### src/rtl/i2cseq_pkg.sv
// Types, codes and result helpers shared by the I2C slave byte sequencer.
package i2cseq_pkg;

    // Widths of the beat fields
    localparam int FUNC_W   = 2;
    localparam int BYTE_W   = 8;
    localparam int STATUS_W = 3;
    localparam int BITS_W   = 4;
    localparam int ADDR_W   = 7;
    localparam int REGIDX_W = 2;
    localparam int CFGDAT_W = 7;

    // Byte constants
    localparam logic [BYTE_W-1:0] LOAD_PAD  = 8'hFF;
    localparam logic [BYTE_W-1:0] LOAD_ZERO = 8'h00;
    localparam logic [BYTE_W-1:0] GEN_CALL  = 8'h00;

    // Bit counts handed to the serial unit
    localparam logic [BITS_W-1:0] BITS_NONE = 4'd0;
    localparam logic [BITS_W-1:0] BITS_ONE  = 4'd1;
    localparam logic [BITS_W-1:0] BITS_BYTE = 4'd8;

    // Event codes
    typedef enum logic [FUNC_W-1:0] {
        FN_START    = 2'd0,
        FN_OVERFLOW = 2'd1,
        FN_TRANSMIT = 2'd2,
        FN_RESPOND  = 2'd3
    } t_func;

    // Configuration register indexes
    typedef enum logic [REGIDX_W-1:0] {
        REG_SLAVE_EN = 2'd0,
        REG_OWN_ADDR = 2'd1,
        REG_GC_EN    = 2'd2
    } t_reg_idx;

    // Status codes
    typedef enum logic [STATUS_W-1:0] {
        ST_IDLE   = 3'd0,
        ST_BUSY   = 3'd1,
        ST_NEEDTX = 3'd2,
        ST_RXED   = 3'd3,
        ST_ERROR  = 3'd4
    } t_status;

    // Bus phase
    typedef enum logic [2:0] {
        PH_IDLE    = 3'd0,
        PH_ADDR_RX = 3'd1,
        PH_RX_ACKD = 3'd2,
        PH_RX_DONE = 3'd3,
        PH_TX_ACKD = 3'd4,
        PH_TX_WAIT = 3'd5,
        PH_TX_DONE = 3'd6
    } t_phase;

    // Drive fields of one result beat
    typedef struct packed {
        t_status           status;
        logic [BYTE_W-1:0] shift_load;
        logic              sda_drive;
        logic [BITS_W-1:0] bit_count;
        logic              overflow_enable;
        logic              start_wait;
    } t_result;

    // Drive the serial unit with a byte to shift out
    function automatic t_result res_shift_out(input logic [BYTE_W-1:0] data,
                                              input logic [BITS_W-1:0] bits);
        t_result r;
        r = '{status: ST_BUSY, shift_load: data, sda_drive: 1'b1,
              bit_count: bits, overflow_enable: 1'b1, start_wait: 1'b0};
        return r;
    endfunction

    // Arm the serial unit to shift bits in
    function automatic t_result res_shift_in(input logic [BITS_W-1:0] bits);
        t_result r;
        r = '{status: ST_BUSY, shift_load: LOAD_ZERO, sda_drive: 1'b0,
              bit_count: bits, overflow_enable: 1'b1, start_wait: 1'b0};
        return r;
    endfunction

    // Hold SCL low with the given status
    function automatic t_result res_stretch(input t_status st);
        t_result r;
        r = '{status: st, shift_load: LOAD_ZERO, sda_drive: 1'b0,
              bit_count: BITS_NONE, overflow_enable: 1'b0, start_wait: 1'b0};
        return r;
    endfunction

    // Drop back to waiting for a start condition
    function automatic t_result res_wait_start();
        t_result r;
        r = '{status: ST_IDLE, shift_load: LOAD_ZERO, sda_drive: 1'b0,
              bit_count: BITS_NONE, overflow_enable: 1'b0, start_wait: 1'b1};
        return r;
    endfunction

endpackage

### src/rtl/i2cseq_if.sv
// Channel interfaces of the I2C slave byte sequencer: events, results, register writes.
interface i2cseq_in_if;
    logic                           valid;
    logic                           ready;
    logic [i2cseq_pkg::FUNC_W-1:0]  func;
    logic [i2cseq_pkg::BYTE_W-1:0]  shift_data;
    logic [i2cseq_pkg::BYTE_W-1:0]  tx_byte;
    logic                           tx_last;
    logic                           respond_nack;

    modport source (output valid, func, shift_data, tx_byte, tx_last, respond_nack,
                    input ready);
    modport sink   (input valid, func, shift_data, tx_byte, tx_last, respond_nack,
                    output ready);
endinterface

interface i2cseq_out_if;
    logic                             valid;
    logic                             ready;
    logic [i2cseq_pkg::STATUS_W-1:0]  status;
    logic [i2cseq_pkg::BYTE_W-1:0]    shift_load;
    logic                             sda_drive;
    logic [i2cseq_pkg::BITS_W-1:0]    bit_count;
    logic                             overflow_enable;
    logic                             start_wait;
    logic [i2cseq_pkg::BYTE_W-1:0]    received_byte;

    modport source (output valid, status, shift_load, sda_drive, bit_count,
                    overflow_enable, start_wait, received_byte, input ready);
    modport sink   (input valid, status, shift_load, sda_drive, bit_count,
                    overflow_enable, start_wait, received_byte, output ready);
endinterface

interface i2cseq_cfg_if;
    logic                             valid;
    logic                             ready;
    logic [i2cseq_pkg::REGIDX_W-1:0]  reg_index;
    logic [i2cseq_pkg::CFGDAT_W-1:0]  wr_data;

    modport source (output valid, reg_index, wr_data, input ready);
    modport sink   (input valid, reg_index, wr_data, output ready);
endinterface

### src/rtl/i2c_slave_byte_sequencer.sv
// Top level of the I2C slave byte sequencer: event register, sequencing logic, result register.
//
//  Port    Dir  Beat contents
//  i_in    in   func, shift_data, tx_byte, tx_last, respond_nack
//  o_out   out  status, shift_load, sda_drive, bit_count, overflow_enable,
//               start_wait, received_byte
//  i_cfg   in   reg_index, wr_data (slave_enable, own_address, general_call_enable)
//
//  One event per cycle while o_out is not held off; an event's result beat passes
//  through the event register and then the result register before it is valid on o_out.
//  The event register and the result register form two slots, so an event is
//  taken while a finished result still waits on o_out; i_in stalls only when both
//  slots are full and o_out is held off.
//  Phase, last-byte flag and received byte advance when an event moves into the
//  result register. Register writes are taken whenever offered; i_cfg.ready is always high.
//  Synchronous active-low reset clears the slot valid flags, sequencer state and config registers.
module i2c_slave_byte_sequencer (
    input  logic         i_clk,
    input  logic         i_rst_n,
    i2cseq_in_if.sink    i_in,
    i2cseq_out_if.source o_out,
    i2cseq_cfg_if.sink   i_cfg
);
    import i2cseq_pkg::*;

    // Configuration registers
    logic              r_slave_en;
    logic [ADDR_W-1:0] r_own_addr;
    logic              r_gc_en;

    // Event register
    logic              r_in_valid;
    t_func             r_in_func;
    logic [BYTE_W-1:0] r_in_shift_data;
    logic [BYTE_W-1:0] r_in_tx_byte;
    logic              r_in_tx_last;
    logic              r_in_nack;

    // Sequencer state
    t_phase            r_phase,   n_phase;
    logic              r_last_tx, n_last_tx;
    logic [BYTE_W-1:0] r_rx_latch, n_rx_latch;

    // Result register
    logic              r_out_valid;
    t_result           r_out,     n_out;
    logic [BYTE_W-1:0] r_out_rx;

    logic              in_acc;
    logic              advance;
    logic              addressed;

    assign advance = r_in_valid && (!r_out_valid || o_out.ready);
    assign i_in.ready = !r_in_valid || advance;
    assign in_acc = i_in.valid && i_in.ready;
    assign i_cfg.ready = 1'b1;

    // Take register writes
    always_ff @(posedge i_clk) begin
        if (!i_rst_n) begin
            r_slave_en <= 1'b0;
            r_own_addr <= '0;
            r_gc_en    <= 1'b0;
        end else if (i_cfg.valid) begin
            unique case (i_cfg.reg_index)
                REG_SLAVE_EN: r_slave_en <= i_cfg.wr_data[0];
                REG_OWN_ADDR: r_own_addr <= i_cfg.wr_data[ADDR_W-1:0];
                REG_GC_EN:    r_gc_en    <= i_cfg.wr_data[0];
                default: ;
            endcase
        end
    end

    // Hold the event until the result slot frees
    always_ff @(posedge i_clk) begin
        if (!i_rst_n) begin
            r_in_valid <= 1'b0;
        end else if (in_acc) begin
            r_in_valid <= 1'b1;
        end else if (advance) begin
            r_in_valid <= 1'b0;
        end
    end

    always_ff @(posedge i_clk) begin
        if (in_acc) begin
            r_in_func       <= t_func'(i_in.func);
            r_in_shift_data <= i_in.shift_data;
            r_in_tx_byte    <= i_in.tx_byte;
            r_in_tx_last    <= i_in.tx_last;
            r_in_nack       <= i_in.respond_nack;
        end
    end

    // Address match on bits 7 to 1, or general call on byte zero when enabled
    assign addressed = (r_in_shift_data[BYTE_W-1:1] == r_own_addr) ||
                       (r_gc_en && (r_in_shift_data == GEN_CALL));

    // Work out next state and the result beat
    always_comb begin
        n_phase    = r_phase;
        n_last_tx  = r_last_tx;
        n_rx_latch = r_rx_latch;
        n_out      = res_stretch(ST_IDLE);
        if (r_slave_en) begin
            unique case (r_in_func)
                FN_START: begin
                    n_last_tx = 1'b0;
                    n_phase   = PH_ADDR_RX;
                    n_out     = res_shift_in(BITS_BYTE);
                end
                FN_OVERFLOW: begin
                    n_rx_latch = r_in_shift_data;
                    unique case (r_phase)
                        PH_IDLE: begin
                            n_phase = PH_IDLE;
                            n_out   = res_wait_start();
                        end
                        PH_ADDR_RX: begin
                            if (addressed) begin
                                n_phase = r_in_shift_data[0] ? PH_TX_WAIT : PH_RX_ACKD;
                                n_out   = res_shift_out(LOAD_ZERO, BITS_ONE);
                            end else begin
                                n_phase = PH_IDLE;
                                n_out   = res_wait_start();
                            end
                        end
                        PH_RX_ACKD: begin
                            n_phase = PH_RX_DONE;
                            n_out   = res_shift_in(BITS_BYTE);
                        end
                        PH_TX_DONE: begin
                            n_phase = PH_TX_ACKD;
                            n_out   = res_shift_in(BITS_ONE);
                        end
                        PH_TX_ACKD, PH_TX_WAIT: begin
                            // Master nack ends the transmit; otherwise pad or ask the user
                            if (r_phase == PH_TX_ACKD && r_in_shift_data[0]) begin
                                n_phase = PH_IDLE;
                                n_out   = res_wait_start();
                            end else if (r_last_tx) begin
                                n_phase = PH_TX_DONE;
                                n_out   = res_shift_out(LOAD_PAD, BITS_BYTE);
                            end else begin
                                n_phase = PH_TX_WAIT;
                                n_out   = res_stretch(ST_NEEDTX);
                            end
                        end
                        PH_RX_DONE: begin
                            n_out = res_stretch(ST_RXED);
                        end
                        default: begin
                            n_out = res_stretch(ST_ERROR);
                        end
                    endcase
                end
                FN_TRANSMIT: begin
                    n_last_tx = r_in_tx_last;
                    n_phase   = PH_TX_DONE;
                    n_out     = res_shift_out(r_in_tx_byte, BITS_BYTE);
                end
                FN_RESPOND: begin
                    if (r_in_nack) begin
                        n_phase = PH_IDLE;
                        n_out   = res_shift_out(LOAD_PAD, BITS_ONE);
                    end else begin
                        n_phase = PH_RX_ACKD;
                        n_out   = res_shift_out(LOAD_ZERO, BITS_ONE);
                    end
                end
                default: ;
            endcase
        end
    end

    // Advance the state with each event that moves on
    always_ff @(posedge i_clk) begin
        if (!i_rst_n) begin
            r_phase    <= PH_IDLE;
            r_last_tx  <= 1'b0;
            r_rx_latch <= '0;
        end else if (advance) begin
            r_phase    <= n_phase;
            r_last_tx  <= n_last_tx;
            r_rx_latch <= n_rx_latch;
        end
    end

    // Result register
    always_ff @(posedge i_clk) begin
        if (!i_rst_n) begin
            r_out_valid <= 1'b0;
        end else if (advance) begin
            r_out_valid <= 1'b1;
        end else if (o_out.ready) begin
            r_out_valid <= 1'b0;
        end
    end

    always_ff @(posedge i_clk) begin
        if (advance) begin
            r_out    <= n_out;
            r_out_rx <= n_rx_latch;
        end
    end

    assign o_out.valid           = r_out_valid;
    assign o_out.status          = r_out.status;
    assign o_out.shift_load      = r_out.shift_load;
    assign o_out.sda_drive       = r_out.sda_drive;
    assign o_out.bit_count       = r_out.bit_count;
    assign o_out.overflow_enable = r_out.overflow_enable;
    assign o_out.start_wait      = r_out.start_wait;
    assign o_out.received_byte   = r_out_rx;

    // A start on an enabled slave always moves to address reception
    a_start_phase: assert property (@(posedge i_clk) disable iff (!i_rst_n)
        advance && r_slave_en && r_in_func == FN_START |=> r_phase == PH_ADDR_RX)
        else $error("start did not enter address phase");

    // A disabled slave leaves the phase untouched
    a_disabled_hold: assert property (@(posedge i_clk) disable iff (!i_rst_n)
        advance && !r_slave_en |=> $stable(r_phase))
        else $error("phase moved while slave disabled");

    // Shift load is zero unless SDA is driven
    a_load_zero: assert property (@(posedge i_clk) disable iff (!i_rst_n)
        r_out_valid && !r_out.sda_drive |-> r_out.shift_load == LOAD_ZERO)
        else $error("shift load set while SDA is input");

    // Waiting for start means idle status and no bits armed
    a_start_wait: assert property (@(posedge i_clk) disable iff (!i_rst_n)
        r_out_valid && r_out.start_wait |->
            r_out.status == ST_IDLE && r_out.bit_count == BITS_NONE &&
            !r_out.overflow_enable)
        else $error("start wait with bits armed");

    // A result only ever follows a held event
    a_out_source: assert property (@(posedge i_clk) disable iff (!i_rst_n)
        !r_out_valid && !r_in_valid |=> !r_out_valid)
        else $error("result without event");

endmodule

### src/flat_wrapper.sv
// flat-port wrapper written by rule: the top's interface ports become plain ports
module i2c_slave_byte_sequencer_flat import i2cseq_pkg::*;
  (i_clk, i_rst_n, i_in_valid, i_in_func, i_in_shift_data, i_in_tx_byte, i_in_tx_last, i_in_respond_nack, i_in_ready, o_out_valid, o_out_status, o_out_shift_load, o_out_sda_drive, o_out_bit_count, o_out_overflow_enable, o_out_start_wait, o_out_received_byte, o_out_ready, i_cfg_valid, i_cfg_reg_index, i_cfg_wr_data, i_cfg_ready);
  i2cseq_in_if i_in_i ();
  i2cseq_out_if o_out_i ();
  i2cseq_cfg_if i_cfg_i ();
  input  logic i_clk;
  input  logic i_rst_n;
  input wire logic [$bits(i_in_i.valid)-1:0] i_in_valid;
  input wire logic [$bits(i_in_i.func)-1:0] i_in_func;
  input wire logic [$bits(i_in_i.shift_data)-1:0] i_in_shift_data;
  input wire logic [$bits(i_in_i.tx_byte)-1:0] i_in_tx_byte;
  input wire logic [$bits(i_in_i.tx_last)-1:0] i_in_tx_last;
  input wire logic [$bits(i_in_i.respond_nack)-1:0] i_in_respond_nack;
  output wire logic [$bits(i_in_i.ready)-1:0] i_in_ready;
  output wire logic [$bits(o_out_i.valid)-1:0] o_out_valid;
  output wire logic [$bits(o_out_i.status)-1:0] o_out_status;
  output wire logic [$bits(o_out_i.shift_load)-1:0] o_out_shift_load;
  output wire logic [$bits(o_out_i.sda_drive)-1:0] o_out_sda_drive;
  output wire logic [$bits(o_out_i.bit_count)-1:0] o_out_bit_count;
  output wire logic [$bits(o_out_i.overflow_enable)-1:0] o_out_overflow_enable;
  output wire logic [$bits(o_out_i.start_wait)-1:0] o_out_start_wait;
  output wire logic [$bits(o_out_i.received_byte)-1:0] o_out_received_byte;
  input wire logic [$bits(o_out_i.ready)-1:0] o_out_ready;
  input wire logic [$bits(i_cfg_i.valid)-1:0] i_cfg_valid;
  input wire logic [$bits(i_cfg_i.reg_index)-1:0] i_cfg_reg_index;
  input wire logic [$bits(i_cfg_i.wr_data)-1:0] i_cfg_wr_data;
  output wire logic [$bits(i_cfg_i.ready)-1:0] i_cfg_ready;
  assign i_in_i.valid = i_in_valid;
  assign i_in_i.func = i_in_func;
  assign i_in_i.shift_data = i_in_shift_data;
  assign i_in_i.tx_byte = i_in_tx_byte;
  assign i_in_i.tx_last = i_in_tx_last;
  assign i_in_i.respond_nack = i_in_respond_nack;
  assign i_in_ready = i_in_i.ready;
  assign o_out_valid = o_out_i.valid;
  assign o_out_status = o_out_i.status;
  assign o_out_shift_load = o_out_i.shift_load;
  assign o_out_sda_drive = o_out_i.sda_drive;
  assign o_out_bit_count = o_out_i.bit_count;
  assign o_out_overflow_enable = o_out_i.overflow_enable;
  assign o_out_start_wait = o_out_i.start_wait;
  assign o_out_received_byte = o_out_i.received_byte;
  assign o_out_i.ready = o_out_ready;
  assign i_cfg_i.valid = i_cfg_valid;
  assign i_cfg_i.reg_index = i_cfg_reg_index;
  assign i_cfg_i.wr_data = i_cfg_wr_data;
  assign i_cfg_ready = i_cfg_i.ready;
  i2c_slave_byte_sequencer u_core (.i_clk(i_clk), .i_rst_n(i_rst_n), .i_in(i_in_i), .o_out(o_out_i), .i_cfg(i_cfg_i));
endmodule
### config.mk
export PLATFORM = sky130hd
export DESIGN_NAME = i2c_slave_byte_sequencer_flat
export DESIGN_NICKNAME = d
export VERILOG_FILES = /design/src/rtl/i2cseq_pkg.sv /design/src/rtl/i2cseq_if.sv /design/src/rtl/i2c_slave_byte_sequencer.sv /design/src/flat_wrapper.sv
export SDC_FILE = /design/constraint.sdc
export NUM_CORES = 1
export LEC_CHECK = 0
export ABC_AREA = 1
export BUFFER_PORTS_ARGS = -buffer_cell sky130_fd_sc_hd__buf_2
export CAP_MARGIN = 20
export CORE_ASPECT_RATIO = 0.5
export CORE_MARGIN = 2
export CORE_UTILIZATION = 56
export CTS_BUF_LIST = sky130_fd_sc_hd__clkbuf_4 sky130_fd_sc_hd__clkbuf_8 sky130_fd_sc_hd__clkbuf_16
export CTS_CLUSTER_DIAMETER = 200
export CTS_CLUSTER_SIZE = 16
export DETAILED_ROUTE_END_ITERATION = 7
export PLACE_DENSITY = 0.82
export SETUP_SLACK_MARGIN = 0.05
export SYNTH_ARGS = -nofsm -noshare
export SYNTH_HDL_FRONTEND = slang
export SYNTH_SLANG_ARGS = --single-unit
export TNS_END_PERCENT = 5
### constraint.sdc
create_clock -name i_clk -period 3.05 [get_ports i_clk]
set_clock_uncertainty 0.15 [all_clocks]
set_input_delay 0 -clock i_clk [delete_from_list [all_inputs] [get_ports i_clk]]
set_output_delay 0 -clock i_clk [all_outputs]
set_load 0.01 [all_outputs]
==> flow_metrics.env, run 1 <==
export IMPL_synthArstFlopShare=0
export IMPL_r2r_start="u_core.o_out.valid"
export IMPL_min_from="i_cfg_reg_index[1]"
export IMPL_fillers=308
export IMPL_insertedDiodeCount=0
export IMPL_gp_congestion=0.8607
export IMPL_place_hpwl_mm=3.848
export IMPL_regArea_sq_mm=0.001782
export IMPL_ys_warnings_count=0
export IMPL_cts_buffers=9
export IMPL_slew_headroom=0.3916
export IMPL_power_leakage_nw=1.660
export IMPL_critical_path_max_fanout=3
export IMPL_ant_nets=0
export IMPL_placed_area_sq_mm=0.003223
export IMPL_multi_input_area_sq_um=859.6
export IMPL_drt_iter0_drc=197
export IMPL_crit_type="in2reg"
export IMPL_grt_use_total=0.2537
export IMPL_hold_slack_ns=0.09684
export IMPL_netlist_area_sq_mm=0.002887
export IMPL_ir_worst_vdd_uv=361.3
export IMPL_drc_errors=0
export IMPL_cts_tree="done"
export IMPL_rsz0062_at_grt="false"
export IMPL_overflow=0
export IMPL_synth_flop_cell="edfxtp_1"
export IMPL_synth_edf_count=44
export IMPL_cts_sinks=67
export IMPL_p_per_area_mw_per_mm2=520.7
export IMPL_r2r_end="u_core.r_in_valid"
export IMPL_routed_wl_mm=6.696
export IMPL_clkTransAtPathRegs_ns=0.08
export IMPL_status="completed"
export IMPL_fin_area_sq_mm=0.003880
export IMPL_die_w_microns=105.5
export IMPL_tns_ns=0
export IMPL_layout_nets=439
export IMPL_synth_cell_types=30
export IMPL_die_y_microns=54.77
export IMPL_area_growth_pct=34.42
export IMPL_grt_pass1_wl_mm=10.69
export IMPL_vias=2454
export IMPL_synth_top_area_share=0.4577
export IMPL_synth_area_per_cell_sq_um=9.719
export IMPL_dieArea_sq_mm=0.005780
export IMPL_cts_buffer_depth=2
export IMPL_cp_arrival_ns=2.24
export IMPL_first_pass_iters=6
export IMPL_synth_area_leader_cell="edfxtp_1"
export IMPL_min_path_cells=4
export IMPL_ff2ff_path_depth=5
export IMPL_synth_seq_cells=67
export IMPL_pre_cts_ws_ns=1.129
export IMPL_synthTopCellsByArea="edfxtp_1 46%, dfxtp_1 16%, nand2_1 7.9%"
export IMPL_fin_ws_ns=0.9015
export IMPL_netlist_instances=297
export IMPL_min_path_type="in2reg"
export IMPL_hold_violations=0
export IMPL_power_total_mw=2.020
export IMPL_start_util=0.5826
export IMPL_antenna_found_initial=0
export IMPL_max_freq_mhz=465.4
export IMPL_rrSetupSlack_ns=1.03
export IMPL_tightest_slew_ns=0.9115
export IMPL_worstHoldEndpoint="u_core.r_own_addr[2]"
export IMPL_start_kind="input pin"
export IMPL_via_per_inst=5.113
export IMPL_seq_area_frac_synth=0.6173
export IMPL_drive_gt1_frac=0.2390
export IMPL_insertion_delay_ns=0.35
export IMPL_cts_htree_levels=3
export IMPL_cts_setup_buffers=0
export IMPL_finalCritPeriodShare=0.7044
export IMPL_core_area_sq_mm=0.004955
export IMPL_cp_data_required_time_ns=3.14
export IMPL_portBuffers=59
export IMPL_fin_crit_ns=2.149
export IMPL_fp_row_count=18
export IMPL_drv_cap=0
export IMPL_ioPinCount=63
export IMPL_wl_per_cell_microns=13.95
export IMPL_setup_viol=0
export IMPL_root_buffer="clkbuf_8"
export IMPL_grt_pass1_vias=2322
export IMPL_grt_max_degree=25
export IMPL_worstSetupEndpointType="flip-flop"
export IMPL_slew_viol_final=0
-- cells in the final DEF, fill, tap and decap left out --
| cell type | netlist | routed |
|---|---|---|
| a21oi_2 | 2 | 2 |
| nand3b_1 | 1 | 1 |
| or2_2 | 1 | 1 |
| bufinv_16 | 0 | 1 |
| inv_8 | 0 | 1 |
| inv_6 | 0 | 3 |
| nor3_1 | 4 | 4 |
| a21oi_1 | 29 | 29 |
| nand3_1 | 9 | 9 |
| a31oi_1 | 5 | 5 |
| nor2_4 | 2 | 2 |
| dlygate4sd3_1 | 0 | 45 |
| dfxtp_1 | 23 | 23 |
| buf_2 | 1 | 59 |
| o21ai_0 | 14 | 14 |
| nand3_2 | 1 | 1 |
| nand2_1 | 61 | 61 |
| o21bai_4 | 1 | 1 |
| o21ai_1 | 4 | 4 |
| xnor2_1 | 1 | 1 |
| nor2_1 | 14 | 14 |
| inv_1 | 52 | 52 |
| o21ai_2 | 12 | 12 |
| nor4_1 | 2 | 2 |
| o31ai_1 | 1 | 1 |
| clkbuf_8 | 0 | 9 |
| clkinvlp_4 | 0 | 2 |
| nor2_2 | 1 | 1 |
| inv_2 | 1 | 1 |
| edfxtp_1 | 44 | 44 |
| conb_1 | 2 | 3 |
| nand2_2 | 2 | 2 |
-- final cells by class --
class,count,area share
Sequential cell,67,0.4592
Multi-Input combinational cell,170,0.2215
Timing Repair Buffer,104,0.1922
Inverter,53,0.05127
Clock buffer,9,0.03193
Tap cell,70,0.02257
Clock inverter,7,0.02128
-- through the flow --
step,std cells,util
6_report,480,0.7831
5_1_grt,480,0.7831
4_1_cts,480,0.7831
3_5_place_dp,419,0.6505
3_3_place_gp,419,0.6505
2_1_floorplan,298,-
-- Yosys cell counts, drive strengths merged (4+ instances only) --
library cell,number
a21oi,31
a31oi,5
nand2,63
nor2,17
nor3,4
o21ai,30
inv,53
edfxtp,44
buf,6
dfxtp,23
nand3,10
-- cells by family (layout without fill, tap and decap cells) --
family | count (synthesis) | after routing | share of synthesized area
simple gates | 98 | 98 | 0.1469
flops | 67 | 67 | 0.6173
other cells | 2 | 3 | 0.002602
compound gates | 68 | 68 | 0.1439
buf+inv | 61 | 173 | 0.08626
xor+xnor | 1 | 1 | 0.003035
-- flip-flops by register name, summed over array words and instances (netlist names), 2 cells and up --
name and count:
u_core.o_out.received_byte 8, u_core.o_out.shift_load 8, u_core.r_in_shift_data 8, u_core.r_in_tx_byte 8
u_core.r_rx_latch 8, u_core.r_own_addr 7, u_core.o_out.status 3, u_core.r_phase 3
u_core.o_out.bit_count 2, u_core.r_in_func 2
-- metal layers --
| layer | share of wire | global-route usage | vias to the layer above |
|---|---|---|---|
| met5 | 0 | 0 | - |
| met4 | 0.030 | 0.1535 | 0 |
| met3 | 0.080 | 0.07262 | 22 |
| met2 | 0.51 | 0.4516 | 132 |
| met1 | 0.38 | 0.2857 | 1106 |
| li1 | - | - | 1194 |
-- repair_timing --
item	in CTS	in global routing
hold buffers	45	0
endpoints found under the hold margin	33	0
resized for setup	0	0
-- report_power, final --
part / internal [mW] / switching, mW
sequential: 1.02 / 0.0250
clock: 0.391 / 0.377
combinational: 0.0960 / 0.113
total: 1.51 / 0.514
-- critical path, cell delays in order --
cell	delay, ns
dlygate4sd3_1	0.53
buf_2	0.14
nor4_1	0.31
dlygate4sd3_1	0.62
nor3_1	0.06
dlygate4sd3_1	0.59
-- worst max path at each step --
stage                       start                        end  slack, ns  cells after the start
2_1_floorplan  u_core.o_out.valid  u_core.o_out.bit_count[0]       1.29                      4
3_3_place_gp   u_core.o_out.valid    u_core.o_out.start_wait       1.20                      3
3_5_place_dp   u_core.o_out.valid    u_core.o_out.start_wait       1.13                      3
4_1_cts          i_cfg_wr_data[0]          u_core.r_slave_en       1.07                      6
5_1_grt          i_cfg_wr_data[0]          u_core.r_slave_en       0.86                      6
6_report         i_cfg_wr_data[0]          u_core.r_slave_en       0.90                      6
(Power assumes the default switching activity.)
==> run 2: changes to the inputs <==
CORE_UTILIZATION = 48   (was 56)
PLACE_DENSITY = 0.75   (was 0.82)
clock period = 1.79 ns   (was 3.05 ns; I/O delays follow)
==> run 2 against run 1 <==
  * First-iteration DRC count is 33% lower
  * Sequential share of layout area is 2.3 points lower
  * Core utilization is 5.8 points lower
  * Flip-flop and latch count stayed put
  * Worst setup slack worse by 0.80 ns
  * Clock power is 120% higher
  * Sequential power is 71% higher
  * Critical path depth is 5 higher
  * Combinational power is 84% higher
  * Count of clock-buffer cells in the layout is 3 higher
  * Critical path type is now reg2reg
==> flow_metrics.env, run 2 (synthesis gave the netlist of run 1 again) <==
export IMPL_grt_use_total=0.2237
export IMPL_routed_wl_mm=6.743
export IMPL_root_buffer="clkbuf_16"
export IMPL_setup_viol=0
export IMPL_fp_row_count=19
export IMPL_grtUsageMet2=0.3858
export IMPL_drv_cap=0
export IMPL_die_w_microns=113.7
export IMPL_overflow=0
export IMPL_crit_type="reg2reg"
export IMPL_die_y_microns=58.84
export IMPL_power_leakage_nw=1.754
export IMPL_start_util=0.5123
export IMPL_drive_gt1_frac=0.2755
export IMPL_area_growth_pct=41.61
export IMPL_ir_worst_vdd_uv=679.1
export IMPL_final_cell_mix="59 x nand2_1, 59 x buf_2, 49 x inv_1, 44 x dlygate4sd3_1, 44 x edfxtp_1"
export IMPL_via_per_inst=4.994
export IMPL_critical_path_max_fanout=4
export IMPL_insertedDiodeCount=0
export IMPL_r2r_end="u_core.o_out.overflow_enable"
export IMPL_layout_nets=450
export IMPL_ioPinCount=63
export IMPL_rrSetupSlack_ns=0.10
export IMPL_fin_crit_ns=1.685
export IMPL_place_hpwl_mm=4.441
export IMPL_hold_slack_ns=0.1375
export IMPL_slew_viol_final=0
export IMPL_worstHoldEndpoint="u_core.r_own_addr[6]"
export IMPL_core_area_sq_mm=0.005634
export IMPL_globalRouteMet1Util=0.2585
export IMPL_drc_errors=0
export IMPL_status="completed"
export IMPL_max_freq_mhz=593.4
export IMPL_r2r_start="u_core.r_in_shift_data[2]"
export IMPL_ff2ff_path_depth=11
export IMPL_gp_congestion=0.8336
export IMPL_dieArea_sq_mm=0.006688
export IMPL_wl_per_cell_microns=13.65
export IMPL_min_path_type="in2reg"
export IMPL_grt_pass1_wl_mm=11.12
export IMPL_ant_nets=0
export IMPL_cts_sinks=67
export IMPL_cts_tree="done"
export IMPL_grt_max_degree=25
export IMPL_cts_buffer_depth=2
export IMPL_cts_htree_levels=3
export IMPL_cp_data_required_time_ns=1.85
export IMPL_grt_busiest_layer="met2"
export IMPL_clkTransAtPathRegs_ns=0.05
export IMPL_grt_pass1_vias=2382
export IMPL_start_kind="flip-flop"
export IMPL_rsz0062_at_grt="true"
export IMPL_portBuffers=59
export IMPL_met3_usage=0.07930
export IMPL_worstSetupEndpointType="flip-flop"
export IMPL_p_per_area_mw_per_mm2=939.4
export IMPL_cts_buffers=9
export IMPL_antenna_found_initial=0
export IMPL_drt_iter0_drc=132
export IMPL_min_from="i_cfg_reg_index[1]"
export IMPL_vias=2467
export IMPL_hold_violations=0
export IMPL_finalCritPeriodShare=0.9414
export IMPL_fillers=386
export IMPL_first_pass_iters=4
export IMPL_fin_util=0.7255
export IMPL_cp_arrival_ns=1.74
export IMPL_insertion_delay_ns=0.33
export IMPL_min_path_cells=4
-- run 2: cell types whose count changed in the layout (fill, tap and decap cells not counted), sizes merged --
cell / change
dlygate4sd3: -1
clkbuf: +3
inv: -5
clkinv: +3
bufinv: -1
buf: +12
-- run 2: what timing repair did --
item,CTS,global route
setup endpoints to repair,0,14
setup buffers,0,3
hold endpoints to repair,33,0
hold buffers,44,0
gates resized for setup,0,6
-- run 2: critical path: stages (launching register included) --
cell and delay, ns:
edfxtp_1 0.45, inv_1 0.09, nand2_1 0.05, nand2_1 0.06, nand3_1 0.12, o21bai_4 0.21
nand2_2 0.08, nand2_2 0.09, nand3_2 0.06, nand3b_1 0.09, nand2_1 0.05, inv_1 0.04
-- run 2: layout make-up --
class | count | area (sq um) | share of cell area
Tap cell | 73 | 91.34 | 0.02234
Timing Repair Buffer | 115 | 850.8 | 0.2081
Clock buffer | 12 | 271.5 | 0.06642
Inverter | 53 | 202.7 | 0.04959
Clock inverter | 4 | 22.52 | 0.005510
Sequential cell | 67 | 1782 | 0.4359
Multi-Input combinational cell | 170 | 867.1 | 0.2121
-- run 2: how the worst max path moves through the flow --
| stage | from | endpoint | slack [ns] | cells past startpoint |
|---|---|---|---|---|
| 2_1_floorplan | u_core.o_out.valid | u_core.o_out.bit_count[0] | 0.13 | 4 |
| 3_3_place_gp | u_core.r_in_shift_data[0] | u_core.o_out.status[0] | 0.09 | 10 |
| 3_5_place_dp | u_core.r_in_shift_data[0] | u_core.o_out.status[0] | 0.07 | 10 |
| 4_1_cts | u_core.r_in_shift_data[0] | u_core.o_out.status[0] | 0.06 | 10 |
| 5_1_grt | u_core.r_in_shift_data[4] | u_core.o_out.overflow_enable | -0.05 | 11 |
| 6_report | u_core.r_in_shift_data[2] | u_core.o_out.overflow_enable | 0.10 | 11 |
-- run 2: stage by stage --
step | power [mW] | cell area (sq um) | worst slack [ns] | setup TNS, ns | instances
floorplan | 1.978 | 2897 | 0.1348 | 0 | 298
global placement | 2.090 | 3323 | 0.09381 | 0 | 431
detailed placement | 2.106 | 3323 | 0.06811 | 0 | 431
CTS | 3.864 | 4058 | 0.05569 | 0 | 491
global route | 3.993 | 4088 | -0.04984 | -0.1652 | 494
finish | 3.840 | 4088 | 0.1049 | 0 | 494
-- run 2: routing by layer --
| layer | vias to the layer above | wire [microns] |
|---|---|---|
| met5 | - | 0 |
| met4 | 0 | 150 |
| met3 | 18 | 397 |
| met2 | 88 | 3333 |
| met1 | 1139 | 2862 |
| li1 | 1222 | - |
-- run 2: power breakdown --
part	internal, mW	switching [mW]	leakage (nW)
Clock	1.07	0.611	0.147
Sequential	1.74	0.0395	0.611
Combinational	0.185	0.201	0.997
